## src/rtl/chacha_pkg.sv

```systemverilog
// Shared types, constants and round functions for the ChaCha20 stream cipher.
`default_nettype none

package chacha_pkg;

   // Block input constant words ("expand 32-byte k")
   localparam logic [31:0] SIGMA_0 = 32'h61707865;
   localparam logic [31:0] SIGMA_1 = 32'h3320646e;
   localparam logic [31:0] SIGMA_2 = 32'h79622d32;
   localparam logic [31:0] SIGMA_3 = 32'h6b206574;

   // Entries in the front/back queue
   localparam int QUEUE_DEPTH = 4;

   typedef struct packed {
      logic [63:0] in_data;
      logic [3:0]  byte_count;
      logic        last_chunk;
   } req_payload_type;

   typedef struct packed {
      logic [63:0] out_data;
      logic [3:0]  out_count;
      logic        out_last;
   } rsp_payload_type;

   typedef struct packed {
      logic [63:0] key_word_0;
      logic [63:0] key_word_1;
      logic [63:0] key_word_2;
      logic [63:0] key_word_3;
      logic [63:0] nonce_low;
      logic [31:0] nonce_high;
      logic [31:0] start_counter;
   } cfg_type;

   typedef enum logic [2:0] {
      REG_KEY_WORD_0    = 3'd0,
      REG_KEY_WORD_1    = 3'd1,
      REG_KEY_WORD_2    = 3'd2,
      REG_KEY_WORD_3    = 3'd3,
      REG_NONCE_LOW     = 3'd4,
      REG_NONCE_HIGH    = 3'd5,
      REG_START_COUNTER = 3'd6
   } cfg_reg_type;

   // 16-word cipher state, word 0 in the low bits
   typedef logic [15:0][31:0] state_type;
   // Keystream block as eight 64-bit words, same bit layout as state_type
   typedef logic [7:0][63:0]  block_type;

   // Queued transaction, tagged by the front end
   typedef struct packed {
      req_payload_type item;
      logic            new_block;
      logic [2:0]      word_idx;
      logic [31:0]     ctr;
   } queue_entry_type;

   typedef struct packed {
      logic start;
      logic abort;
   } core_ctl_type;

   typedef struct packed {
      logic        busy;
      logic        done;
      logic [31:0] ctr;
   } core_sts_type;

   function automatic logic [3:0][31:0] quarter_round(logic [31:0] a, logic [31:0] b,
                                                      logic [31:0] c, logic [31:0] d);
      logic [31:0] ta;
      logic [31:0] tb;
      logic [31:0] tc;
      logic [31:0] td;
      ta = a + b;  td = d ^ ta;  td = {td[15:0], td[31:16]};
      tc = c + td; tb = b ^ tc;  tb = {tb[19:0], tb[31:20]};
      ta = ta + tb; td = td ^ ta; td = {td[23:0], td[31:24]};
      tc = tc + td; tb = tb ^ tc; tb = {tb[24:0], tb[31:25]};
      return {td, tc, tb, ta};
   endfunction

   // One column round (diag = 0) or diagonal round (diag = 1): four independent lanes
   function automatic state_type round_fn(state_type x, logic diag);
      state_type        y;
      logic [3:0][31:0] q;
      logic [1:0]       ln;
      logic [1:0]       sb;
      logic [1:0]       sc;
      logic [1:0]       sd;
      logic [3:0]       ia;
      logic [3:0]       ib;
      logic [3:0]       ic;
      logic [3:0]       id;
      y  = x;
      sb = diag ? 2'd1 : 2'd0;
      sc = diag ? 2'd2 : 2'd0;
      sd = diag ? 2'd3 : 2'd0;
      for (int i = 0; i < 4; i++) begin
         ln = 2'(i);
         ia = {2'b00, ln};
         ib = {2'b01, 2'(ln + sb)};
         ic = {2'b10, 2'(ln + sc)};
         id = {2'b11, 2'(ln + sd)};
         q  = quarter_round(x[ia], x[ib], x[ic], x[id]);
         y[ia] = q[0];
         y[ib] = q[1];
         y[ic] = q[2];
         y[id] = q[3];
      end
      return y;
   endfunction

   function automatic state_type init_state(cfg_type cfg, logic [31:0] ctr);
      state_type s;
      s[0]  = SIGMA_0;
      s[1]  = SIGMA_1;
      s[2]  = SIGMA_2;
      s[3]  = SIGMA_3;
      s[4]  = cfg.key_word_0[31:0];
      s[5]  = cfg.key_word_0[63:32];
      s[6]  = cfg.key_word_1[31:0];
      s[7]  = cfg.key_word_1[63:32];
      s[8]  = cfg.key_word_2[31:0];
      s[9]  = cfg.key_word_2[63:32];
      s[10] = cfg.key_word_3[31:0];
      s[11] = cfg.key_word_3[63:32];
      s[12] = ctr;
      s[13] = cfg.nonce_low[31:0];
      s[14] = cfg.nonce_low[63:32];
      s[15] = cfg.nonce_high;
      return s;
   endfunction

   // Keep the low bytes given by count; counts above eight keep all eight
   function automatic logic [63:0] byte_mask(logic [3:0] count);
      logic [63:0] m;
      m = '0;
      if (count >= 4'd8) begin
         m = '1;
      end else begin
         for (int i = 0; i < 8; i++) begin
            m[i*8 +: 8] = (4'(i) < count) ? 8'hFF : 8'h00;
         end
      end
      return m;
   endfunction

endpackage

`default_nettype wire

```

## src/rtl/chacha_queue.sv

```systemverilog
// Short FIFO of tagged transactions between front end and back end.
`default_nettype none

module chacha_queue (
   input  wire logic                         clock,
   input  wire logic                         reset,
   input  wire logic                         push,
   input  wire chacha_pkg::queue_entry_type  push_entry,
   output logic                              full,
   input  wire logic                         pop,
   output logic                              head_valid,
   output chacha_pkg::queue_entry_type       head
);

   localparam int DEPTH = chacha_pkg::QUEUE_DEPTH;
   localparam int PW    = $clog2(DEPTH);
   localparam int CW    = $clog2(DEPTH + 1);

   chacha_pkg::queue_entry_type mem_ff [DEPTH];
   logic [PW-1:0] rd_ptr_ff, rd_ptr_in;
   logic [PW-1:0] wr_ptr_ff, wr_ptr_in;
   logic [CW-1:0] count_ff,  count_in;

   assign full       = (count_ff == CW'(DEPTH));
   assign head_valid = (count_ff != '0);
   assign head       = mem_ff[rd_ptr_ff];

   always_comb begin
      rd_ptr_in = pop  ? PW'(rd_ptr_ff + 1'b1) : rd_ptr_ff;
      wr_ptr_in = push ? PW'(wr_ptr_ff + 1'b1) : wr_ptr_ff;
      count_in  = count_ff;
      if (push && !pop) begin
         count_in = count_ff + 1'b1;
      end else if (pop && !push) begin
         count_in = count_ff - 1'b1;
      end
   end

   always_ff @(posedge clock) begin
      if (push) begin
         mem_ff[wr_ptr_ff] <= push_entry;
      end
   end

   always_ff @(posedge clock) begin
      if (reset) begin
         rd_ptr_ff <= '0;
         wr_ptr_ff <= '0;
         count_ff  <= '0;
      end else begin
         rd_ptr_ff <= rd_ptr_in;
         wr_ptr_ff <= wr_ptr_in;
         count_ff  <= count_in;
      end
   end

`ifndef SYNTHESIS
   a_count_bound: assert property (@(posedge clock) disable iff (reset)
      count_ff <= CW'(DEPTH))
      else $error("queue count above depth");

   a_no_pop_empty: assert property (@(posedge clock) disable iff (reset)
      pop |-> head_valid)
      else $error("queue popped while empty");
`endif

endmodule

`default_nettype wire

```

## config.mk

```make
export PLATFORM = sky130hd
export DESIGN_NAME = chacha_queue
export DESIGN_NICKNAME = d
export VERILOG_FILES = /design/src/rtl/chacha_pkg.sv /design/src/rtl/chacha_queue.sv
export SDC_FILE = /design/constraint.sdc
export NUM_CORES = 1
export LEC_CHECK = 0
export BUFFER_PORTS_ARGS = -buffer_cell sky130_fd_sc_hd__buf_2
export CORE_MARGIN = 2
export CORE_UTILIZATION = 30
export CTS_CLUSTER_DIAMETER = 120
export DETAILED_ROUTE_END_ITERATION = 10
export GPL_TIMING_DRIVEN = 0
export SYNTH_ARGS = -nofsm -noshare
export SYNTH_HDL_FRONTEND = slang
export SYNTH_SLANG_ARGS = --single-unit
```

## constraint.sdc

```tcl
create_clock -name clock -period 5 [get_ports clock]
set_clock_uncertainty 0.2 [all_clocks]
set_input_delay 0.25 -clock clock [delete_from_list [all_inputs] [get_ports clock]]
set_output_delay 0.25 -clock clock [all_outputs]
set_load 0.1 [all_outputs]
```

==> results.py, run 1 <==
metrics = {
    "pwr": {
        "p_per_area_nw_per_um2": 457,
        "p_leak_nw": 6.87,
        "power_mw": 9.30,
        "vdd.ir_drop.worst_mv": 0.293,
    },
    "finish": {
        "final_common_cell": "edfxtp_1",
        "layoutNonFillerInstCount": 1689,
        "fin_area_sq_um": 20300,
        "drive_gt1_frac": 0.417,
        "layout_common_cells": "420 x edfxtp_1, 226 x buf_2, 109 x dlygate4sd3_1",
        "utilization": 0.396,
        "area_growth_pct": 30.4,
        "nNetsFinal": 1087,
    },
    "clocking": {
        "clock_sinks": 429,
        "clockRootBuffer": "clkbuf_16",
        "postCtsHoldBufs": 109,
        "cts.path.max_buffers": 3,
        "worstSkewPairLatency_ps": 560,
        "postCtsSetupRepairBufs": 0,
        "ctsHtreeMaxLevel": 2,
        "clk_pin_slew_ps": 60,
        "cts_buffers": 46,
        "cts_tree": "built",
        "ctsResizeCount": 0,
    },
    "logic_synthesis": {
        "yosys.area.top_type": "edfxtp_1",
        "syn_area_sq_um": 15600,
        "synth_cell_types": 20,
        "syn-instance-count": 593,
        "synth_area_per_cell_sq_um": 26.3,
        "ys_ff_latch": 429,
        "synth_top_area_frac": 0.809,
        "synthTopCellsByArea": "edfxtp_1 81%, mux4_2 15%, dfxtp_1 1.2%",
        "synth_warnings": 0,
        "synth-seq-area-share": 0.821,
        "synthesis.nets": 708,
    },
    "timing": {
        "setup_violations": 0,
        "report.final.slew_viol_count": 0,
        "period_needed_ps": 2990,
        "tightest_slew_ps": 805,
        "rsz0062_at_grt": "no",
        "timing.fmax_mhz": 334,
        "timing.slew.headroom": 0.463,
        "period_share": 0.599,
        "hold_viol": 0,
    },
    "place": {
        "placed_area_sq_um": 17700,
        "place.gp.congestion": 0.676,
        "portBuffers": 214,
        "post-place-cells": 1495,
        "hpwlAfterDp_mm": 20.1,
    },
    "global_route": {
        "grt_pass1_wl_mm": 48.7,
        "grt_max_degree": 47,
        "grt_pass1_vias": 8158,
        "antenna_found_initial": 3,
        "overflow": 0,
        "grtUsageTotal": 0.122,
    },
    "floorplan": {
        "initial_core_util": 0.304,
        "fp.dieH_um": 232,
        "die_w_um": 232,
        "die-area_sq_um": 53800,
        "fp-row-count": 83,
        "ios": 216,
        "core_sq_um": 51300,
    },
    "detailed_routing": {
        "drc": 0,
        "vias": 7563,
        "drt-initial-drc-count": 344,
        "drtPass1Iterations": 4,
        "wl_per_cell_um": 19.3,
        "ant_nets": 0,
        "viasPerCell": 4.48,
        "drt_wl_total_mm": 32.6,
    },
    "hold_path": {
        "hp-start": "push_entry[94]",
        "hold_path.class": "in -> reg",
    },
    "run_status": {
        "status": "complete, no violations",
    },
    "setup_path": {
        "path_class": "reg -> out",
        "cp.required_ps": 4550,
        "arrival_ps": 2540,
        "crit-reg2reg-launch": "wr_ptr_ff[0]",
        "critPathCaptureType": "output port",
        "crit_fanout": 10,
        "critPathLaunchType": "register",
    },
    "run": {
        "drv_cap": 0,
    },
}
per-stage QoR:
stage	setup WS (ps)	hold WS, ps	TNS, ps
2_1_floorplan	1360	149	0
3_3_place_gp	-1040	262	-406110
3_5_place_dp	2450	265	0
4_1_cts	1820	177	0
5_1_grt	1810	201	0
6_report	2010	230	0
path summary, 6_finish.rpt:
check / endpoint / slack [ps] / cells after the start
max reg2reg: mem_ff[1][36] / 3020 / 3
min: mem_ff[0][94] / 230 / 2
min reg2reg: count_ff[2] / 320 / 2
max: head[39] / 2010 / 4
power by group:
| part | switching [mW] | internal (mW) |
|---|---|---|
| Combinational | 1.38 | 0.422 |
| Sequential | 0.0359 | 4.13 |
| Clock | 1.37 | 1.97 |
| Total | 2.78 | 6.52 |
layer usage:
| metal | up-vias | GRT usage | share of wire |
|---|---|---|---|
| met4 | 4 | 0.0443 | 0.025 |
| met2 | 199 | 0.200 | 0.48 |
| met1 | 3979 | 0.152 | 0.42 |
| met3 | 61 | 0.0361 | 0.067 |
| met5 | - | 0 | 0.00080 |
| li1 | 3320 | - | - |
registers in the layout, indices dropped and copies added, names as in the netlist, named ones only:
register,cells
rd_ptr_ff,2
wr_ptr_ff,2
mem_ff,420
count_ff,3
worst max-delay path, cell delays in order (launching register included):
cell	delay (ps)
dfxtp_1	300
buf_2	250
clkbuf_1	650
mux4_2	350
buf_2	440
layout make-up:
cell class / instances / area [sq um]
Inverter: 4 / 15.0
Clock inverter: 27 / 264
Timing Repair Buffer: 331 / 2380
Fill cell: 4611 / 31000
Antenna cell: 1 / 2.50
Multi-Input combinational cell: 135 / 2610
Tap cell: 680 / 851
Sequential cell: 429 / 12800
Buffer: 25 / 184
Clock buffer: 57 / 1230
cell families (layout without fill, tap and decap cells):
family,Yosys count,in the layout,share of synthesized area
flops,429,429,0.821
mux,107,107,0.153
buf+inv,29,444,0.0128
simple gates,15,15,0.00482
fa+ha+maj,6,6,0.00530
xor+xnor,5,5,0.00281
compound gates,2,2,0.000642
other cells,0,1,0
synth_stat cells (all sizes together):
master	n
nor2	7
fa	1
or3	2
nor3b	1
mux2i	2
mux4	105
ha	5
buf	19
xnor2	2
inv	4
nand2	1
o21ai	1
clkbuf	6
dfxtp	9
a21oi	1
and2	4
xor2	3
edfxtp	420
Note: power is estimated with default switching activity, not from simulation.
==> run 2: changes to the inputs <==
ABC_AREA = 1   (was default)
clock period = 2.9 ns   (was 5 ns; I/O delays follow)
==> results.py, run 2 <==
metrics = {
    "run_status": {
        "status": "complete, no violations",
    },
    "finish": {
        "fin_area_sq_um": 21000,
        "layout_common_cells": "420 x edfxtp_1, 217 x nor2_1, 183 x buf_2",
        "area_growth_pct": 30.5,
        "drive_gt1_frac": 0.246,
        "reg.largest.list": "mem_ff x420, count_ff x3",
        "n_fill_cell": 4924,
        "largest_register_ffs": 420,
        "nNetsFinal": 1574,
        "largest_register": "mem_ff",
        "final_common_cell": "edfxtp_1",
        "utilization": 0.398,
    },
    "setup_path": {
        "r2r-end": "mem_ff[1][39]",
        "slowest_stage": "buf_2",
        "worst_r2r_path_depth": 5,
        "path_class": "reg -> out",
        "critPathMaxStageDelay_ps": 460,
        "critPathCaptureType": "output port",
        "critPathLaunchType": "register",
        "crit_fanout": 10,
        "crit-reg2reg-launch": "wr_ptr_ff[1]",
        "arrival_ps": 2430,
        "crit_top_cell": "buf_6",
        "rrSetupSlack_ps": 790,
        "crit_chain": "buf_6 -> buf_6 -> clkbuf_4 -> nor2_1 -> o22ai_1 -> buf_2",
        "cp.required_ps": 2560,
    },
    "global_route": {
        "grt_max_degree": 35,
        "antenna_found_initial": 4,
        "grt_pass1_wl_mm": 62.5,
        "grtUsageTotal": 0.148,
        "grt_pass1_vias": 10400,
        "overflow": 0,
    },
    "timing": {
        "setup_violations": 0,
        "report.final.slew_viol_count": 0,
        "timing.slew.headroom": 0.609,
        "layout_setup_ws_ps": 123,
        "rsz0062_at_grt": "no",
        "hold_viol": 0,
        "period_needed_ps": 2780,
        "timing.fmax_mhz": 360,
        "tightest_slew_ps": 585,
        "period_share": 0.957,
    },
    "pwr": {
        "vdd.ir_drop.worst_mv": 0.687,
        "p_leak_nw": 7.40,
        "p_per_area_nw_per_um2": 761,
    },
    "detailed_routing": {
        "vias": 10300,
        "viasPerCell": 4.69,
        "wl_per_cell_um": 19.2,
        "ant_nets": 0,
        "drt-initial-drc-count": 600,
        "drtPass1Iterations": 4,
        "drt_wl_total_mm": 42.0,
        "drc": 0,
    },
    "clocking": {
        "cts_buffers": 47,
        "cts.path.max_buffers": 3,
        "clock_sinks": 429,
        "postCtsSetupRepairBufs": 0,
        "clockRootBuffer": "clkbuf_16",
        "clk_pin_slew_ps": 60,
        "worstSkewPairLatency_ps": 570,
        "cts_tree": "built",
        "ctsHtreeMaxLevel": 2,
    },
    "place": {
        "portBuffers": 215,
        "place.gp.congestion": 0.735,
        "placed_area_sq_um": 18300,
        "pre_cts_ws_ps": 346,
        "hpwlAfterDp_mm": 26.2,
    },
    "logic_synthesis": {
        "synthFlopType": "edfxtp_1",
        "yosys-top-cells-count": "420 x edfxtp_1, 217 x nor2_1, 111 x o21ai_0",
        "yosys.cell_count.top_type": "edfxtp_1",
        "ys_async_sr_fraction": 0,
        "synth_warnings": 0,
        "ys_ff_latch": 429,
        "synth_area_per_cell_sq_um": 15.0,
        "synthesis.nets": 1189,
        "yosys.area.top_type": "edfxtp_1",
        "synthTopCellsByArea": "edfxtp_1 78%, nor2_1 5.1%, o22ai_1 4.1%",
        "synth-seq-area-share": 0.795,
        "syn-instance-count": 1074,
        "synth_top_area_frac": 0.783,
        "syn_area_sq_um": 16100,
        "synth-edff-count": 420,
        "synth_cell_types": 25,
    },
    "floorplan": {
        "initial_core_util": 0.305,
        "fp-row-count": 84,
        "fp.dieH_um": 236,
        "core_sq_um": 52800,
        "ios": 216,
        "die_w_um": 236,
        "die-area_sq_um": 55500,
    },
    "run": {
        "drv_cap": 0,
    },
    "hold_path": {
        "hold_path.class": "in -> reg",
        "holdPathEnd": "mem_ff[0][43]",
        "min_path_cells": 2,
        "hp-start": "push_entry[43]",
    },
}
run 2: changes by cell type after synthesis, sizes merged, moves of 2 or more:
cell,previous run,this run
o21ai,1,215
nor2,7,217
mux4,105,0
o22ai,0,105
buf,19,45
clkbuf,6,23
inv,4,17
nand2,1,10
and2,4,0
a21oi,1,3
mux2i,2,0
or3,2,0
xnor2,2,0
xor2,3,1
run 2: timing repair:
action	in CTS	in global routing
resized for setup	35	16
hold endpoints to repair	429	0
pin swaps	0	0
hold buffers	109	0
endpoints found under the setup margin	105	19
run 2: cells by family (layout without fill, tap and decap cells):
logic type	after synthesis	after routing	synth area share
buf+inv	85	509	0.0361
other cells	0	2	0
fa+ha+maj	6	6	0.00513
flops	429	429	0.795
simple gates	230	230	0.0539
xor+xnor	1	1	0.000544
compound gates	323	323	0.110
run 2: worst max-delay path by stage:
stage	start	to	slack, ps
6_report	register	head[16]	120
5_1_grt	register	head[2]	1
4_1_cts	register	head[7]	8
3_5_place_dp	register	head[103]	350
3_3_place_gp	wr_ptr_ff[0]	mem_ff[2][53]	-1470
2_1_floorplan	wr_ptr_ff[0]	mem_ff[0][0]	80
run 2: power breakdown:
part	internal, mW	switching (mW)
Sequential	7.09	0.0623
Clock	3.40	2.41
Combinational	0.630	2.40
Total	11.1	4.87
run 2: routing by layer:
metal	GRT usage	vias to the layer above	part of all wire
met5	0.00346	-	0.00071
met4	0.0378	4	0.020
met3	0.0348	63	0.060
met2	0.249	287	0.48
met1	0.192	5069	0.44
li1	-	4837	-
run 2: through the flow:
| stage | total power [mW] | std cells | hold slack [ps] | TNS [ps] |
|---|---|---|---|---|
| floorplan | 9.45 | 1074 | 17.4 | 0 |
| global placement | 10.1 | 1977 | 143 | -592430 |
| detailed placement | 10.2 | 1989 | 144 | 0 |
| CTS | 16.1 | 2186 | 76.5 | 0 |
| global route | 16.5 | 2188 | 102 | 0 |
| finish | 16.0 | 2188 | 121 | 0 |
run 2: area by class of cell:
cell class / count / area [sq um] / area share
Sequential cell: 429 / 12800 / 0.609
Multi-Input combinational cell: 560 / 2730 / 0.130
Timing Repair Buffer: 336 / 2510 / 0.120
Clock buffer: 57 / 1230 / 0.0588
Tap cell: 688 / 861 / 0.0410
Buffer: 68 / 522 / 0.0248
Clock inverter: 31 / 275 / 0.0131
Inverter: 17 / 81.3 / 0.00387
Antenna cell: 2 / 5.00 / 0.000238
run 2: worst max-delay path, delay by kind of cell (launching register included):
family                 cells  cell delay (ps)
and+or+nand+nor            1               70
buffers and inverters      4             1230
AOI/OAI and AO/OA          1              150
DFF                        1              410
