## config.mk

```make
export PLATFORM = sky130hd
export DESIGN_NAME = chacha_front
export DESIGN_NICKNAME = d
export VERILOG_FILES = /design/src/rtl/chacha_pkg.sv /design/src/rtl/chacha_front.sv
export SDC_FILE = /design/constraint.sdc
export NUM_CORES = 1
export LEC_CHECK = 0
export ABC_CLOCK_PERIOD_IN_PS = 2940
export BUFFER_PORTS_ARGS = -buffer_cell sky130_fd_sc_hd__buf_2
export CELL_PAD_IN_SITES_DETAIL_PLACEMENT = 1
export CELL_PAD_IN_SITES_GLOBAL_PLACEMENT = 1
export CORE_MARGIN = 10
export CORE_UTILIZATION = 31
export DETAILED_ROUTE_END_ITERATION = 16
export PLACE_DENSITY_LB_ADDON = 0.15
export SLEW_MARGIN = 20
export SYNTH_ARGS = -nofsm -noshare
export SYNTH_HDL_FRONTEND = slang
export SYNTH_SLANG_ARGS = --single-unit
```

## constraint.sdc

```tcl
create_clock -name clock -period 2.94 [get_ports clock]
set_clock_uncertainty 0.05 [all_clocks]
set_input_delay 0 -clock clock [delete_from_list [all_inputs] [get_ports clock]]
set_output_delay 0 -clock clock [all_outputs]
set_load 0.005 [all_outputs]
```

## src/rtl/chacha_pkg.sv

```systemverilog
// Shared types, constants and round functions for the ChaCha20 stream cipher.
`default_nettype none

package chacha_pkg;

   // Block input constant words ("expand 32-byte k")
   localparam logic [31:0] SIGMA_0 = 32'h61707865;
   localparam logic [31:0] SIGMA_1 = 32'h3320646e;
   localparam logic [31:0] SIGMA_2 = 32'h79622d32;
   localparam logic [31:0] SIGMA_3 = 32'h6b206574;

   // Entries in the front/back queue
   localparam int QUEUE_DEPTH = 4;

   typedef struct packed {
      logic [63:0] in_data;
      logic [3:0]  byte_count;
      logic        last_chunk;
   } req_payload_type;

   typedef struct packed {
      logic [63:0] out_data;
      logic [3:0]  out_count;
      logic        out_last;
   } rsp_payload_type;

   typedef struct packed {
      logic [63:0] key_word_0;
      logic [63:0] key_word_1;
      logic [63:0] key_word_2;
      logic [63:0] key_word_3;
      logic [63:0] nonce_low;
      logic [31:0] nonce_high;
      logic [31:0] start_counter;
   } cfg_type;

   typedef enum logic [2:0] {
      REG_KEY_WORD_0    = 3'd0,
      REG_KEY_WORD_1    = 3'd1,
      REG_KEY_WORD_2    = 3'd2,
      REG_KEY_WORD_3    = 3'd3,
      REG_NONCE_LOW     = 3'd4,
      REG_NONCE_HIGH    = 3'd5,
      REG_START_COUNTER = 3'd6
   } cfg_reg_type;

   // 16-word cipher state, word 0 in the low bits
   typedef logic [15:0][31:0] state_type;
   // Keystream block as eight 64-bit words, same bit layout as state_type
   typedef logic [7:0][63:0]  block_type;

   // Queued transaction, tagged by the front end
   typedef struct packed {
      req_payload_type item;
      logic            new_block;
      logic [2:0]      word_idx;
      logic [31:0]     ctr;
   } queue_entry_type;

   typedef struct packed {
      logic start;
      logic abort;
   } core_ctl_type;

   typedef struct packed {
      logic        busy;
      logic        done;
      logic [31:0] ctr;
   } core_sts_type;

   function automatic logic [3:0][31:0] quarter_round(logic [31:0] a, logic [31:0] b,
                                                      logic [31:0] c, logic [31:0] d);
      logic [31:0] ta;
      logic [31:0] tb;
      logic [31:0] tc;
      logic [31:0] td;
      ta = a + b;  td = d ^ ta;  td = {td[15:0], td[31:16]};
      tc = c + td; tb = b ^ tc;  tb = {tb[19:0], tb[31:20]};
      ta = ta + tb; td = td ^ ta; td = {td[23:0], td[31:24]};
      tc = tc + td; tb = tb ^ tc; tb = {tb[24:0], tb[31:25]};
      return {td, tc, tb, ta};
   endfunction

   // One column round (diag = 0) or diagonal round (diag = 1): four independent lanes
   function automatic state_type round_fn(state_type x, logic diag);
      state_type        y;
      logic [3:0][31:0] q;
      logic [1:0]       ln;
      logic [1:0]       sb;
      logic [1:0]       sc;
      logic [1:0]       sd;
      logic [3:0]       ia;
      logic [3:0]       ib;
      logic [3:0]       ic;
      logic [3:0]       id;
      y  = x;
      sb = diag ? 2'd1 : 2'd0;
      sc = diag ? 2'd2 : 2'd0;
      sd = diag ? 2'd3 : 2'd0;
      for (int i = 0; i < 4; i++) begin
         ln = 2'(i);
         ia = {2'b00, ln};
         ib = {2'b01, 2'(ln + sb)};
         ic = {2'b10, 2'(ln + sc)};
         id = {2'b11, 2'(ln + sd)};
         q  = quarter_round(x[ia], x[ib], x[ic], x[id]);
         y[ia] = q[0];
         y[ib] = q[1];
         y[ic] = q[2];
         y[id] = q[3];
      end
      return y;
   endfunction

   function automatic state_type init_state(cfg_type cfg, logic [31:0] ctr);
      state_type s;
      s[0]  = SIGMA_0;
      s[1]  = SIGMA_1;
      s[2]  = SIGMA_2;
      s[3]  = SIGMA_3;
      s[4]  = cfg.key_word_0[31:0];
      s[5]  = cfg.key_word_0[63:32];
      s[6]  = cfg.key_word_1[31:0];
      s[7]  = cfg.key_word_1[63:32];
      s[8]  = cfg.key_word_2[31:0];
      s[9]  = cfg.key_word_2[63:32];
      s[10] = cfg.key_word_3[31:0];
      s[11] = cfg.key_word_3[63:32];
      s[12] = ctr;
      s[13] = cfg.nonce_low[31:0];
      s[14] = cfg.nonce_low[63:32];
      s[15] = cfg.nonce_high;
      return s;
   endfunction

   // Keep the low bytes given by count; counts above eight keep all eight
   function automatic logic [63:0] byte_mask(logic [3:0] count);
      logic [63:0] m;
      m = '0;
      if (count >= 4'd8) begin
         m = '1;
      end else begin
         for (int i = 0; i < 8; i++) begin
            m[i*8 +: 8] = (4'(i) < count) ? 8'hFF : 8'h00;
         end
      end
      return m;
   endfunction

endpackage

`default_nettype wire

```

## src/rtl/chacha_front.sv

```systemverilog
// Front end: accepts transactions and tags them with block counter and word position.
`default_nettype none

module chacha_front (
   input  wire logic                         clock,
   input  wire logic                         reset,
   input  wire logic                         req_valid,
   output logic                              req_stall,
   input  wire chacha_pkg::req_payload_type  req_payload,
   input  wire logic [31:0]                  start_counter,
   input  wire logic                         full,
   output logic                              push,
   output chacha_pkg::queue_entry_type       entry
);

   logic [2:0]  word_pos_ff, word_pos_in;
   logic [31:0] blk_cnt_ff,  blk_cnt_in;
   logic        blk_rdy_ff,  blk_rdy_in;

   assign req_stall = full;
   assign push      = req_valid && !full;

   always_comb begin
      entry.item      = req_payload;
      entry.new_block = !blk_rdy_ff;
      entry.word_idx  = word_pos_ff;
      entry.ctr       = start_counter + blk_cnt_ff;
   end

   always_comb begin
      word_pos_in = word_pos_ff;
      blk_cnt_in  = blk_cnt_ff;
      blk_rdy_in  = blk_rdy_ff;
      if (push) begin
         blk_cnt_in  = blk_rdy_ff ? blk_cnt_ff : blk_cnt_ff + 32'd1;
         word_pos_in = word_pos_ff + 3'd1;
         blk_rdy_in  = (word_pos_ff != 3'd7);
         if (req_payload.last_chunk) begin
            word_pos_in = '0;
            blk_cnt_in  = '0;
            blk_rdy_in  = 1'b0;
         end
      end
   end

   always_ff @(posedge clock) begin
      if (reset) begin
         word_pos_ff <= '0;
         blk_cnt_ff  <= '0;
         blk_rdy_ff  <= 1'b0;
      end else begin
         word_pos_ff <= word_pos_in;
         blk_cnt_ff  <= blk_cnt_in;
         blk_rdy_ff  <= blk_rdy_in;
      end
   end

endmodule

`default_nettype wire

```

==> results of run 1 <==
==> critical path, stage by stage (launching register included) <==
cell      delay (ps)
dfxtp_2          330
ha_4             160
fa_2             390
a21o_1           190
a221oi_2         310
a21boi_2         160
a31oi_2          250
o21ai_2          110
nor2b_4          140
a211oi_2         250
xnor2_1          140
buf_2            130
==> layout by cell type, fill, tap and decap left out, types with 4 or more instances in the layout <==
cell type,instances
dfxtp_2,4
and3_1,11
inv_1,6
a21o_1,19
a21oi_1,27
a21oi_2,4
nand2_1,36
o21ai_0,13
nor2_1,46
dfxtp_1,32
o21a_1,4
nand3_1,19
buf_2,75
dlygate4sd3_1,70
xnor2_1,25
clkbuf_16,5
o21ai_2,4
buf_4,15
xor2_1,32
ha_1,31
nand4_1,11
==> metal layers <==
layer | vias to the layer above | GRT usage [%]
li1 | 1765 | -
met1 | 1678 | 16.25
met2 | 135 | 24.93
met5 | - | 0
met4 | 0 | 2.646
met3 | 8 | 3.408
==> where the power goes <==
group	internal, uW	switching, uW
Clock	446	202
Combinational	151	139
Sequential	492	3.62
Total	1090	345
==> flip-flops by register name (all words and copies together) (netlist names) <==
register	flops
word_pos_ff	3
blk_cnt_ff	32
blk_rdy_ff	1
==> through the flow <==
| step | instance area, um2 | hold WS, ps | power (uW) | utilization (%) |
|---|---|---|---|---|
| floorplan | 3769 | 19.07 | 688.7 | - |
| global placement | 3786 | -49.97 | 699.9 | 31.65 |
| detailed placement | 3786 | -49.97 | 702.7 | 31.65 |
| CTS | 4717 | 45.94 | 1451 | 39.44 |
| global route | 4862 | 64.08 | 1515 | 40.65 |
| finish | 4862 | 46.35 | 1434 | 40.65 |
==> logic make-up (layout without fill, tap and decap cells) <==
kind of cell               after synthesis  after routing  share of synthesized area [%]
xor gates and xnor gates                57             57                          13.25
AOI/OAI and AO/OA                      100            100                          17.70
adders and majority gates               35             35                          11.82
and+or+nand+nor                        156            156                          21.48
buffers and inverters                   93            176                          16.37
DFF                                     36             36                          19.12
muxes                                    1              1                         0.2656
==> final timing paths <==
kind                                     start        endpoint  slack [ps]  depth (start not counted)
worst min-delay path                 req_valid  word_pos_ff[2]          50                          4
worst min register to register  word_pos_ff[2]  word_pos_ff[2]         430                          2
worst max register to register      blk_rdy_ff  blk_cnt_ff[31]         760                          8
worst max-delay path             blk_cnt_ff[0]       entry[28]          40                         11
==> area by class of cell <==
cell class / count / share of cell area (%)
timing repair buffer: 160 / 24.45
tap: 147 / 3.783
multi-input combinational: 349 / 52.47
inverter: 8 / 0.6176
sequential: 36 / 14.93
clock inverter: 1 / 0.6176
clock buffer: 7 / 3.139
==> Yosys cell counts (all sizes together) (3+ instances only) <==
library cell   n
clkbuf        11
and2           4
a211oi         3
xor2          32
a21oi         34
nand3         19
and4           3
dfxtp         36
inv            7
and3          12
o211ai         4
o21bai         3
xnor2         25
nand2         36
nand2b         5
buf           74
a21boi         3
or3            4
nor2b          4
o21ai         19
a21o          19
nand4         11
ha            34
o21a           4
nor2          47
a31oi          4
==> what timing repair did <==
item	4_1_cts	5_1_grt
endpoints found under the setup margin	7	11
cloned	0	0
buffers inserted	3	6
endpoints found under the hold margin	69	0
pin swaps	7	14
resized for setup	6	25
hold buffers	70	0
==> impl_metrics.csv, run 1 <==
group,metric,value,unit
global_routing,grt_pass1_vias,3782,
setup_path,path_max_fanout,4,
cts,cts_buffer_depth,2,
setup_path,startpoint_type,"flip-flop",
detailed_routing,wl_per_cell,17.93,um
die,fp.dieArea,0.01697,mm2
layout,area_delta_synth_final,29.02,%
flow_run,maxCapViolations,0,
cts,cts_htree_levels,2,
placement,dpl.hpwl,9112,um
layout,n_antenna_cell,0,
logic_synthesis,synth_area_per_cell,7.884,um2
sta,fin_ws,42.10,ps
detailed_routing,dr_wl_met2,6302,um
sta,slew_viol_final,0,
setup_path,worstSetupPathType,"flip-flop to primary output",
detailed_routing,top_layer_used,"met4",
detailed_routing,wirelength,12690,um
sta,tightest_slew,420.1,ps
cts,cts.sink_count,36,
die,die_w,130.3,um
die,rows,40,
global_routing,grt_max_degree,36,
sta,period_minus_slack,2898,ps
placement,port_buffers,75,
layout,instances_no_fill,708,
detailed_routing,drt-initial-drc-count,117,
detailed_routing,viasPerCell,5.065,
detailed_routing,wl_met3,1017,um
logic_synthesis,synth_top_area_share,19.12,%
placement,routabilityCongestion,0.8123,
outcome,status,"completed",
sta,max_slew_margin,71.99,%
detailed_routing,wl_met1,5270,um
global_routing,antenna_found_initial,0,
logic_synthesis,synth_area,0.003769,mm2
sta,fin_setup_tns,0,ps
cts,cts_root_buf,"clkbuf_16",
cts,cts_tree,"built",
cts,clk_pin_slew_worst_paths,60,ps
logic_synthesis,synth_cell_types,58,
logic_synthesis,synth_area_leaders,"dfxtp_1 (19%), buf_4 (14%), ha_1 (11%)",
detailed_routing,vias,3586,
worst_hold_path,min_path_type,"input pin to flip-flop",
sta,min_period_over_period,98.57,%
logic_synthesis,ys.warnings.count,0,
cts,clkLatencyLatePin,280,ps
die,initial_core_util,31.51,%
die,coreArea,0.01196,mm2
logic_synthesis,synth_edf_count,0,
setup_path,crit_required,2890,ps
sta,fmaxAchievable,0.3451,GHz
die,ios,212,
placement,place_inst,621,
placement,pre_cts_slack,84.86,ps
layout,register_area,725.7,um2
layout,nets,700,
detailed_routing,dr.pass1.iters,4,
logic_synthesis,yosys_most_used_dff,"dfxtp_1",
sta,setup_viol,0,
logic_synthesis,synthArstFlopShare,0,%
layout,drive_gt1_share,24.78,%
logic_synthesis,yosys.area.top_type,"dfxtp_1",
global_routing,grt_overflow,0,
setup_path,critical_path_arrival,2850,ps
sta,final-hold-violation-count,0,
logic_synthesis,yosys_register_bits,36,
power_and_ir_drop,power_density,294.8,mW/mm2
logic_synthesis,synthCells,478,
die,die_y,130.3,um
power_and_ir_drop,max-vdd-ir-drop,192.5,uV
logic_synthesis,syn_nets,618,
power_and_ir_drop,leakage,0.002239,uW
sta,grt_setup_unrepaired,"yes",
global_routing,grt_usage,13.84,%
layout,multi_input_area,0.002551,mm2
logic_synthesis,synth_seq_area_share,19.12,%
layout,nFillCells,1421,
detailed_routing,drc,0,
cts,cts_buffers,5,
setup_path,crit_path_end_kind,"primary output",
global_routing,grt_pass1_wl,19240,um
detailed_routing,ant_nets,0,
Note: power is estimated with default switching activity, not from simulation.
==> run 2, diff against run 1 <==
--- a/config.mk
+++ b/config.mk
@@ -5,6 +5,7 @@
 export SDC_FILE = /design/constraint.sdc
 export NUM_CORES = 1
 export LEC_CHECK = 0
+export ABC_AREA = 1
 export ABC_CLOCK_PERIOD_IN_PS = 2940
 export BUFFER_PORTS_ARGS = -buffer_cell sky130_fd_sc_hd__buf_2
 export CELL_PAD_IN_SITES_DETAIL_PLACEMENT = 1
@@ -13,6 +14,7 @@
 export CORE_UTILIZATION = 31
 export DETAILED_ROUTE_END_ITERATION = 16
 export PLACE_DENSITY_LB_ADDON = 0.15
+export SETUP_SLACK_MARGIN = 0.3
 export SLEW_MARGIN = 20
 export SYNTH_ARGS = -nofsm -noshare
 export SYNTH_HDL_FRONTEND = slang
==> impl_metrics.csv, run 2 <==
group,metric,value,unit
global_routing,grt_pass1_vias,5636,
flow_run,maxCapViolations,0,
die,initial_core_util,31.59,%
setup_path,worstSetupPathType,"flip-flop to primary output",
logic_synthesis,synth_seq_area_share,15.06,%
sta,setup_viol,0,
sta,max_slew_margin,69.55,%
outcome,status,"completed",
layout,final_cell_mix,"nand2_1 (292), inv_1 (152), nor2_1 (82)",
detailed_routing,dr_wl_met2,8834,um
detailed_routing,vias,5222,
logic_synthesis,yosys_register_bits,36,
layout,layout_commonest_cell,"nand2_1",
global_routing,grt_pass1_wl,27530,um
die,ios,212,
layout,register_area,720.7,um2
setup_path,path_max_fanout,4,
placement,pre_cts_slack,816.1,ps
cts,cts_tree,"built",
worst_hold_path,min_path_type,"input pin to flip-flop",
power_and_ir_drop,leakage,0.003208,uW
sta,min_period_over_period,81.89,%
die,coreArea,0.01515,mm2
detailed_routing,wl_met3,1033,um
logic_synthesis,ys.warnings.count,0,
logic_synthesis,synth_area_per_cell,5.642,um2
detailed_routing,wl_met1,7331,um
sta,grt_setup_unrepaired,"no",
detailed_routing,wirelength,17570,um
detailed_routing,dr.pass1.iters,4,
setup_path,startpoint_type,"flip-flop",
cts,clkLatencyLatePin,290,ps
sta,slew_viol_final,0,
sta,tightest_slew,456.1,ps
logic_synthesis,yosys_most_used_dff,"dfxtp_1",
sta,hold_ws,54.64,ps
placement,dpl.hpwl,14150,um
die,rows,45,
sta,fin_setup_tns,0,ps
logic_synthesis,yosys-top-cells-count,"nand2_1 (292), inv_1 (152), nor2_1 (82)",
logic_synthesis,yosys.area.top_type,"nand2_1",
cts,cts.sink_count,36,
layout,multi_input_area,0.002935,mm2
sta,fmaxAchievable,0.4154,GHz
placement,routabilityCongestion,0.8632,
detailed_routing,top_layer_used,"met4",
cts,cts_buffers,5,
detailed_routing,ant_nets,0,
power_and_ir_drop,max-vdd-ir-drop,201.4,uV
logic_synthesis,synth_area_leaders,"nand2_1 (23%), dfxtp_1 (15%), inv_1 (12%)",
die,die_w,144.2,um
layout,area_delta_synth_final,19.19,%
global_routing,grt_max_degree,28,
setup_path,critical_path_arrival,2360,ps
detailed_routing,drt-initial-drc-count,164,
cts,cts_root_buf,"clkbuf_16",
sta,fin_ws,532.5,ps
layout,n_antenna_cell,0,
cts,cts_htree_levels,2,
detailed_routing,viasPerCell,4.679,
sta,period_minus_slack,2408,ps
cts,post_cts_buffers,0,
power_and_ir_drop,power_density,250.3,mW/mm2
layout,largest_register,"blk_cnt_ff",
logic_synthesis,synthArstFlopShare,0,%
global_routing,antenna_found_initial,0,
sta,final-hold-violation-count,0,
cts,cts_buffer_depth,2,
logic_synthesis,synthCells,848,
layout,nets,1067,
layout,drive_gt1_share,11.31,%
logic_synthesis,synth_most_common_cell,"nand2_1",
layout,largest_reg_flops,32,
logic_synthesis,syn_nets,988,
placement,port_buffers,75,
layout,reg_top3,"blk_cnt_ff: 32 flops, word_pos_ff: 3 flops, blk_rdy_ff: 1 flops",
logic_synthesis,synth_cell_types,37,
setup_path,crit_path_end_kind,"primary output",
global_routing,grt_usage,16.41,%
die,fp.dieArea,0.02080,mm2
setup_path,crit_required,2890,ps
die,die_y,144.2,um
detailed_routing,wl_per_cell,15.74,um
logic_synthesis,synth_edf_count,0,
logic_synthesis,synth_area,0.004785,mm2
logic_synthesis,synth_top_area_share,22.91,%
cts,clk_pin_slew_worst_paths,60,ps
layout,nFillCells,2045,
global_routing,grt_overflow,0,
detailed_routing,drc,0,
==> run 2: cell count changes in the layout (fill, tap and decap cells not counted), moves of 10 or more <==
cell,change
xnor2_1,-23
xor2_1,-17
inv_1,+146
and3_1,-10
nand2_1,+256
nor3_1,+13
nor2_1,+36
a21o_1,-18
nand3_1,+21
a21oi_1,+14
buf_4,-15
==> run 2: logic make-up (layout without fill, tap and decap cells) <==
logic type      after synthesis  after routing  share of synthesized area [%]
compound gates               64             64                          7.166
fa+ha+maj                    35             35                          9.310
flops                        36             36                          15.06
buf+inv                     227            307                          23.59
simple gates                469            469                          41.76
xor+xnor                     17             17                          3.112
==> run 2: path summary, 6_finish.rpt <==
| kind | to | from | slack [ps] | cells after the start |
|---|---|---|---|---|
| max | entry[28] | blk_cnt_ff[0] | 530 | 13 |
| min reg2reg | word_pos_ff[2] | word_pos_ff[2] | 470 | 2 |
| min | blk_cnt_ff[1] | req_payload[0] | 50 | 4 |
| max reg2reg | blk_cnt_ff[16] | blk_cnt_ff[1] | 1170 | 8 |
==> run 2: what timing repair did <==
| action | CTS | global route |
|---|---|---|
| gates resized for setup | 0 | 0 |
| hold buffers | 69 | 0 |
| endpoints found under the hold margin | 69 | 0 |
==> run 2: per-stage QoR <==
step	cell area (um2)	power, uW	std cells	utilization (%)
after global routing	5703	1509	1116	37.65
after CTS	5703	1451	1116	37.65
after detailed placement	4848	743.2	1039	32.01
after floorplan	4785	715.3	848	-
after global placement	4848	737.0	1039	32.01
final	5703	1428	1116	37.65
==> run 2: power breakdown <==
| group | internal [uW] | total (uW) | leakage, uW | switching (uW) |
|---|---|---|---|---|
| Sequential | 493 | 497 | 0.000291 | 4.12 |
| Combinational | 150 | 319 | 0.00284 | 169 |
| Clock | 399 | 612 | 0.0000808 | 213 |
| Total | 1040 | 1430 | 0.00321 | 386 |
==> run 2: cell type report <==
class                      instances  share of cell area (%)
sequential                        36                   12.64
inverter                         155                   10.20
multi-input combinational        585                   51.47
clock inverter                     2                  0.6143
tap                              188                   4.125
timing repair buffer             144                   18.69
clock buffer                       6                   2.260
==> run 2: per-layer routing <==
metal  vias to the layer above  track usage [%]
met5                         -                0
met4                         0            5.160
met3                        22            2.952
met2                       139            30.39
met1                      2364            18.51
li1                       2697                -
==> run 2: critical path, cell delays in order (launching register included) <==
cell,delay [ps]
dfxtp_1,320
ha_1,220
fa_1,490
nand3_1,130
nand3_1,120
nand2_1,90
nand2_1,110
nand2_1,90
nand2_1,110
nand2_1,120
nand2_1,60
nand2_1,60
nand2_1,40
buf_2,120
